### src/rtl/ttip_pkg.sv
// Package for the text-to-integer parser: mode codes, status codes,
// per-string state type and the per-mode digit-count limit.
// No dependencies.
package ttip_pkg;

  localparam logic [2:0] MODE_SDEC64 = 3'd0;
  localparam logic [2:0] MODE_UDEC64 = 3'd1;
  localparam logic [2:0] MODE_HEX64  = 3'd2;
  localparam logic [2:0] MODE_OCT64  = 3'd3;
  localparam logic [2:0] MODE_SDEC32 = 3'd4;

  localparam int          ACC_W     = 64;
  localparam int          WIDE_W    = ACC_W + 4;
  localparam logic [4:0]  COUNT_MAX = 5'd31;

  typedef enum logic [1:0] {
    ST_OK       = 2'd0,
    ST_INVALID  = 2'd1,
    ST_OVERFLOW = 2'd2
  } status_t;

  typedef struct packed {
    logic [ACC_W-1:0] acc;
    logic [4:0]       count;
    status_t          err;
    logic             neg;
    logic             start;
  } ttip_state_t;

  localparam ttip_state_t STATE_CLEAR = '{
    acc:   '0,
    count: 5'd0,
    err:   ST_OK,
    neg:   1'b0,
    start: 1'b1
  };

  function automatic logic [4:0] mode_limit(input logic [2:0] mode);
    logic [4:0] lim;
    unique case (mode)
      MODE_SDEC64: lim = 5'd19;
      MODE_UDEC64: lim = 5'd20;
      MODE_HEX64:  lim = 5'd16;
      MODE_OCT64:  lim = 5'd22;
      MODE_SDEC32: lim = 5'd10;
      default:     lim = COUNT_MAX;
    endcase
    return lim;
  endfunction

  function automatic logic mode_signed(input logic [2:0] mode);
    return (mode == MODE_SDEC64) || (mode == MODE_SDEC32);
  endfunction

endpackage

### src/rtl/text_to_integer_parser.sv
// Top level of the text-to-integer parser: input register, mode register
// and the parse stage. Depends on ttip_pkg and ttip_parse.
//
// Characters arrive one per transaction with last_char on the final one; that
// transaction yields one result (status, value) and all others yield none.
// The block takes one character per cycle while the input is not stalled; a
// result reaches out_valid via the input register, parse stage and result
// register. The character sits in the input register while the parse stage
// works on it. That stage's per-character multiply-add and limit compare set
// the clock. The result register captures the result at the next edge. A
// result held while out_ready is low stalls the input only once the next last
// character reaches the parse stage. radix_mode selects signed decimal 64,
// unsigned decimal 64, hex 64, octal 64 or signed decimal 32, and must be
// written only while no string is in flight; the block does not enforce it.
module text_to_integer_parser import ttip_pkg::*; (
  input  logic        clk,
  input  logic        rst,
  input  logic        cfg_valid,
  output logic        cfg_ready,
  input  logic [2:0]  radix_mode,
  input  logic        in_valid,
  output logic        in_ready,
  input  logic [7:0]  char_code,
  input  logic        last_char,
  output logic        out_valid,
  input  logic        out_ready,
  output logic [1:0]  status,
  output logic [63:0] value
);

  logic [2:0] mode;
  logic       buf_full;
  logic [7:0] buf_char;
  logic       buf_last;
  logic       buf_ready;
  logic       buf_take;

  assign cfg_ready = 1'b1;

  always_ff @(posedge clk) begin
    if (rst) begin
      mode <= MODE_SDEC64;
    end else if (cfg_valid && cfg_ready) begin
      mode <= radix_mode;
    end
  end

  assign buf_take = buf_full && buf_ready;
  assign in_ready = !buf_full || buf_take;

  always_ff @(posedge clk) begin
    if (rst) begin
      buf_full <= 1'b0;
    end else if (in_valid && in_ready) begin
      buf_full <= 1'b1;
    end else if (buf_take) begin
      buf_full <= 1'b0;
    end
  end

  always_ff @(posedge clk) begin
    if (in_valid && in_ready) begin
      buf_char <= char_code;
      buf_last <= last_char;
    end
  end

  ttip_parse u_parse (
    .clk        (clk),
    .rst        (rst),
    .mode       (mode),
    .item_valid (buf_full),
    .item_ready (buf_ready),
    .item_char  (buf_char),
    .item_last  (buf_last),
    .out_valid  (out_valid),
    .out_ready  (out_ready),
    .status     (status),
    .value      (value)
  );

endmodule

### src/rtl/ttip_step.sv
// Per-character step: digit decode, exact overflow check, accumulate,
// and final status/value for a string that ends on this character.
// Depends on ttip_pkg.
module ttip_step import ttip_pkg::*; (
  input  ttip_state_t state,
  input  logic [2:0]  mode,
  input  logic [7:0]  char_code,
  output ttip_state_t state_next,
  output status_t     status,
  output logic [63:0] value
);

  logic              is_sign;
  logic              dig_ok;
  logic [3:0]        dig;
  logic [WIDE_W-1:0] acc_wide;
  logic [WIDE_W-1:0] limit;
  logic [WIDE_W-1:0] cand;
  logic [ACC_W-1:0]  acc_hex;
  logic              ovf;

  assign is_sign  = (char_code == 8'h2b) || (char_code == 8'h2d);
  assign acc_wide = {4'b0000, state.acc};
  assign acc_hex  = {state.acc[ACC_W-5:0], dig};

  always_comb begin
    dig_ok = 1'b0;
    dig    = 4'd0;
    unique case (mode) inside
      MODE_SDEC64, MODE_UDEC64, MODE_SDEC32: begin
        dig_ok = (char_code >= 8'h30) && (char_code <= 8'h39);
        dig    = char_code[3:0];
      end
      MODE_OCT64: begin
        dig_ok = (char_code >= 8'h30) && (char_code <= 8'h37);
        dig    = char_code[3:0];
      end
      MODE_HEX64: begin
        if ((char_code >= 8'h30) && (char_code <= 8'h39)) begin
          dig_ok = 1'b1;
          dig    = char_code[3:0];
        end else if (((char_code >= 8'h61) && (char_code <= 8'h66)) ||
                     ((char_code >= 8'h41) && (char_code <= 8'h46))) begin
          dig_ok = 1'b1;
          dig    = char_code[3:0] + 4'd9;
        end
      end
      default: begin
        dig_ok = 1'b0;
      end
    endcase
  end

  always_comb begin
    unique case (mode)
      MODE_SDEC64: limit = {5'b0, {(ACC_W-1){1'b1}}} + {{(WIDE_W-1){1'b0}}, state.neg};
      MODE_SDEC32: limit = {{(WIDE_W-31){1'b0}}, {31{1'b1}}} +
                           {{(WIDE_W-1){1'b0}}, state.neg};
      default:     limit = {4'b0000, {ACC_W{1'b1}}};
    endcase
    if (mode == MODE_OCT64) begin
      cand = (acc_wide << 3) | {{(WIDE_W-4){1'b0}}, dig};
    end else begin
      cand = (acc_wide << 3) + (acc_wide << 1) + {{(WIDE_W-4){1'b0}}, dig};
    end
    ovf = (mode != MODE_HEX64) && (cand > limit);
  end

  always_comb begin
    state_next       = state;
    state_next.start = 1'b0;
    if (state.start && mode_signed(mode) && is_sign) begin
      state_next.neg = (char_code == 8'h2d);
    end else begin
      if (state.count != COUNT_MAX) begin
        state_next.count = state.count + 5'd1;
      end
      if (state.err == ST_OK) begin
        if (!dig_ok) begin
          state_next.err = ST_INVALID;
        end else if (ovf) begin
          state_next.err = ST_OVERFLOW;
        end else if (mode == MODE_HEX64) begin
          state_next.acc = acc_hex;
        end else begin
          state_next.acc = cand[ACC_W-1:0];
        end
      end
    end
  end

  always_comb begin
    if (state_next.count == 5'd0) begin
      status = ST_INVALID;
    end else if (state_next.count > mode_limit(mode)) begin
      status = ST_OVERFLOW;
    end else begin
      status = state_next.err;
    end
    if (status != ST_OK) begin
      value = '0;
    end else if (mode_signed(mode) && state_next.neg) begin
      value = '0 - state_next.acc;
    end else begin
      value = state_next.acc;
    end
  end

endmodule

### src/rtl/ttip_parse.sv
// Parse stage: per-string state registers and the result register.
// Depends on ttip_pkg and ttip_step.
module ttip_parse import ttip_pkg::*; (
  input  logic        clk,
  input  logic        rst,
  input  logic [2:0]  mode,
  input  logic        item_valid,
  output logic        item_ready,
  input  logic [7:0]  item_char,
  input  logic        item_last,
  output logic        out_valid,
  input  logic        out_ready,
  output logic [1:0]  status,
  output logic [63:0] value
);

  ttip_state_t state;
  ttip_state_t state_next;
  status_t     step_status;
  logic [63:0] step_value;
  logic        take;
  logic        out_full;
  status_t     out_status;
  logic [63:0] out_value;

  ttip_step u_step (
    .state      (state),
    .mode       (mode),
    .char_code  (item_char),
    .state_next (state_next),
    .status     (step_status),
    .value      (step_value)
  );

  assign item_ready = !item_last || !out_full || out_ready;
  assign take       = item_valid && item_ready;

  always_ff @(posedge clk) begin
    if (rst) begin
      state <= STATE_CLEAR;
    end else if (take) begin
      state <= item_last ? STATE_CLEAR : state_next;
    end
  end

  always_ff @(posedge clk) begin
    if (rst) begin
      out_full <= 1'b0;
    end else if (take && item_last) begin
      out_full <= 1'b1;
    end else if (out_ready) begin
      out_full <= 1'b0;
    end
  end

  always_ff @(posedge clk) begin
    if (take && item_last) begin
      out_status <= step_status;
      out_value  <= step_value;
    end
  end

  assign out_valid = out_full;
  assign status    = out_status;
  assign value     = out_value;

  a_start_clean: assert property (@(posedge clk) disable iff (rst)
    state.start |-> (state.count == 5'd0) && !state.neg && (state.err == ST_OK))
    else $error("string start with leftover state");

  a_count_acc: assert property (@(posedge clk) disable iff (rst)
    (state.count == 5'd0) |-> (state.acc == '0))
    else $error("accumulator nonzero with no digits");

  a_clear_on_last: assert property (@(posedge clk) disable iff (rst)
    take && item_last |=> state.start && (state.acc == '0))
    else $error("state not cleared after last character");

  a_value_zero: assert property (@(posedge clk) disable iff (rst)
    out_full && (out_status != ST_OK) |-> (out_value == '0))
    else $error("nonzero value on failed parse");

endmodule
### config.mk
export PLATFORM = sky130hd
export DESIGN_NAME = text_to_integer_parser
export DESIGN_NICKNAME = d
export VERILOG_FILES = /design/src/rtl/ttip_pkg.sv /design/src/rtl/text_to_integer_parser.sv /design/src/rtl/ttip_step.sv /design/src/rtl/ttip_parse.sv
export SDC_FILE = /design/constraint.sdc
export NUM_CORES = 1
export LEC_CHECK = 0
export BUFFER_PORTS_ARGS = -buffer_cell sky130_fd_sc_hd__buf_2
export CORE_UTILIZATION = 55
export DETAILED_ROUTE_END_ITERATION = 16
export GPL_TIMING_DRIVEN = 0
export PLACE_DENSITY_LB_ADDON = 0.05
export SYNTH_ARGS = -nofsm -noshare
export SYNTH_HDL_FRONTEND = slang
export SYNTH_SLANG_ARGS = --single-unit
### constraint.sdc
create_clock -name clk -period 9.5 [get_ports clk]
set_input_delay 0.475 -clock clk [delete_from_list [all_inputs] [get_ports clk]]
set_output_delay 0.475 -clock clk [all_outputs]
set_load 0.02 [all_outputs]
==> metrics.md <==
| Metric | Value |
|---|---|
| Synth Net Count | ~2.7k |
| Most area-hungry cell type in the Yosys netlist | ha_1 |
| FFs w/ async S/R, synth | 0% |
| Synth Register Bits | 153 |
| Drt drc | 0 |
| Worst-path maximum fanout | 6 |
| Synthesized area | 18700 sq um |
| Tmin final | 9.63 ns |
| Layout Utilization | 63.6% |
| Htree depth | 4 |
| Yosys top cell area share | approximately 14% |
| Largest net degree at the start of global routing | 39 |
| WP data required | 9.69 ns |
| Worst hold path depth | 1 |
| PortBufs | 84 |
| Initial DRC Count | 2816 |
| Min Hold Slack | ~0.20 ns |
| Synth Warn # | 0 |
| Pwr dens | just over 80 nW/um^2 |
| RSZ-0062 raised after global routing | true |
| Max incr delay on CP | 0.50 ns |
| Final setup viols | 3 |
| Synth Instances | 2510 |
| Rows | 67 |
| Die width | about 190 um |
| First-pass GRT wire length | roughly 120000 um |
| Post-synthesis cell type count | 97 |
| Initial antenna violation count | 2 |
| Routability cong. | between 1 and 1.5 |
| Min-delay worst type | primary input to flip-flop |
| Antenna cells | 0 |
| Routed wire length | 81800 um |
| DRT Pass-1 Iters | 6 |
| Clock-pin slew on the worst setup and hold paths | 0.07 ns |
| Vias in the first global route | 20.7k |
| Ports | 86 |
| Startpoint types | flip-flop |
| Status | finished, violations left |
| CTS root buffer | clkbuf_16 |
| Worst-margin pin slew | about 1.5 ns |
| Worst vdd ir | 0.000130 V |
| Vias/cell | around 7 |
| Post-synthesis sequential area ratio | 20.4% |
| Leakage Power | 0.00877 uW |
| DP HPWL | 63600 um |
| FILL cells | 3060 |
| Largest cells by area after synthesis | ha_1, edfxtp_1, dfxtp_1 |
| Nets | 2882 |
| Die ar. | 34700 sq um |
| Clock latency on the worst-skew pair | roughly 0.46 ns |
| Synth top cells by count | nor2_1, nand2_1, a21oi_1 |
| Core Box Area | roughly 34000 sq um |
| Initial core utilization | a little under three fifths |
| Slew Limit Headroom | 0.719% |
| CTS Hold Buffers Added | 0 |
| Routed Antenna Nets | 0 |
| Fmax | approximately 100 MHz |
| Final Hold Vio Count | 0 |
| Post-synth EDFFs | 75 |
| HP Start | char_code[5] |
| Dominant synthesized flop cell | dfxtp_1 |
| Clock sink count | 153 |
| Final Slew Violations | 0 |
| Bufs on Longest Clock Path | 2 |
| Critical path class | flip-flop to flip-flop |
| Register-to-register setup slack | -0.13 ns |
| WL per Instance | 26.2 um |
| CP endpoint kind | flip-flop |
| Via count | around 22k |
| GR Overflow Total | 0 |
| Worst r2r path cells | between 40 and 50 |
| CP max-delay cell | fa_1 |
| Share of cells above drive strength 1 | 13.1% |
| # Max-Cap Violations | 1 |
| Setup TNS | -0.280 ns |
| CP arrival | approximately 9.8 ns |
| TritonCTS Buffers | 17 |
| End of the worst hold path | buf_char[5]$_DFFE_PP_ |
| Final WS setup | -0.134 ns |
| CTS tree | yes |
| Tcrit/Tclk final | 101% |
| Reg-to-reg critical path endpoint | u_parse.value[52]$_SDFFCE_PP0P_ |
| Placed Cells incl. Taps | 3043 |
| Overall routing resource usage | 45.5% |
| Area Overhead vs Synth | 14.1% |
| Syn_area_per_cell | between 7 and 8 sq um |
| Reg2Reg Launch Point | buf_char[0]$_DFFE_PP_ |
| Clock skew | 0.0126 ns |
| Failing checks | capacitance limit, setup timing |
| Height of the die | 186 um |
| Most frequent cell after synthesis | nor2_1 |
| Final Non-Filler Cells | 3122 |
## worst max path at each step
stage	start	end	slack [ns]	depth (start not counted)
global placement	mode[0]$_SDFFE_PP0P_	u_parse.value[52]$_SDFFCE_PP0P_	-4.73	34
detailed placement	mode[0]$_SDFFE_PP0P_	u_parse.value[52]$_SDFFCE_PP0P_	-4.70	34
finish	buf_char[0]$_DFFE_PP_	u_parse.value[52]$_SDFFCE_PP0P_	-0.13	44
CTS	buf_char[0]$_DFFE_PP_	u_parse.value[60]$_SDFFCE_PP0P_	0.01	44
global route	buf_char[3]$_DFFE_PP_	u_parse.value[60]$_SDFFCE_PP0P_	-0.28	45
floorplan	buf_char[0]$_DFFE_PP_	u_parse.value[52]$_SDFFCE_PP0P_	0.23	44
## logic make-up (layout without fill, tap and decap cells)
family	after synthesis	after routing	share of synthesized area (%)
AO/OA/AOI/OAI	762	762	26.3
buffers and inverters	212	376	4.56
flip-flops	153	153	20.4
AND/OR/NAND/NOR	963	963	24.1
multiplexers	98	98	5.43
XOR/XNOR	117	117	5.48
other	1	1	0.0201
adder cells (fa/ha/maj)	204	204	13.7
## critical path, delay by kind of cell, from the launching register on
kind	cells	cell delay, ns
adder cells (fa/ha/maj)	5	1.52
flip-flops	1	0.41
AND/OR/NAND/NOR	15	2.91
AO/OA/AOI/OAI	15	3.13
buffers and inverters	7	0.86
XOR/XNOR	2	0.50
## flip-flops by register name, summed over array words and instances, names as in the netlist
| signal | count |
|---|---|
| buf_last | 1 |
| buf_char | 8 |
| u_parse.value | 64 |
| u_parse.state | 73 |
| mode | 3 |
| buf_full | 1 |
| u_parse.out_valid | 1 |
| u_parse.status | 2 |
## placed cells by master (no fill, tap or decap), types with 50 or more instances in the layout
| master | synthesis | routed |
|---|---|---|
| nand3_1 | 53 | 51 |
| mux2i_1 | 71 | 70 |
| xor2_1 | 56 | 53 |
| nand2_1 | 269 | 267 |
| buf_2 | 23 | 104 |
| nor2_1 | 337 | 333 |
| clkbuf_1 | 122 | 115 |
| a21oi_1 | 240 | 230 |
| edfxtp_1 | 75 | 75 |
| buf_4 | 3 | 58 |
| a22oi_1 | 52 | 50 |
| xnor2_1 | 61 | 57 |
| dfxtp_1 | 78 | 76 |
| o21ai_0 | 148 | 141 |
| nor3_1 | 56 | 51 |
| ha_1 | 202 | 199 |
## per-layer routing
metal | part of all wire (%) | global-route usage (%) | vias up | wire, um
met4 | 8.9 | 33.9 | 2 | 7240
met1 | 36 | 52.6 | 10100 | 29400
met2 | 44 | 73.6 | 1570 | 36300
met5 | 0.016 | 0 | - | 13
li1 | - | - | 9611 | -
met3 | 11 | 10.6 | 495 | 8900
## power by group
| part | switching [uW] | leakage [uW] | internal (uW) |
|---|---|---|---|
| Sequential | 7.78 | 0.00132 | 701 |
| Combinational | 230 | 0.00717 | 100 |
| Clock | 320 | 0.000283 | 394 |
## stage by stage
stage / setup slack (ns) / area (sq um) / power, uW
global placement: -4.73 / 19700 / 998
global route: -0.285 / 21300 / 1780
floorplan: 0.233 / 18700 / 898
CTS: 0.0129 / 20900 / 1710
detailed placement: -4.70 / 19700 / 1000
finish: -0.134 / 21300 / 1750
## cell type report
class                      instances  area (sq um)  share of cell area, %
tap                              448           561                   2.63
timing repair buffer             139           858                   4.02
clock inverter                    14           163                  0.762
sequential                       153          3820                   17.9
clock buffer                      18           429                   2.01
inverter                          40           153                  0.715
multi-input combinational       2145         14600                   68.5
buffer                           165           739                   3.46
## timing repair
action                     in CTS  in global routing
gates resized for setup        86                 54
pin swaps                      35                 34
setup buffers                  29                 25
setup endpoints to repair     128                 49
Power figures use the tool's default switching activity.
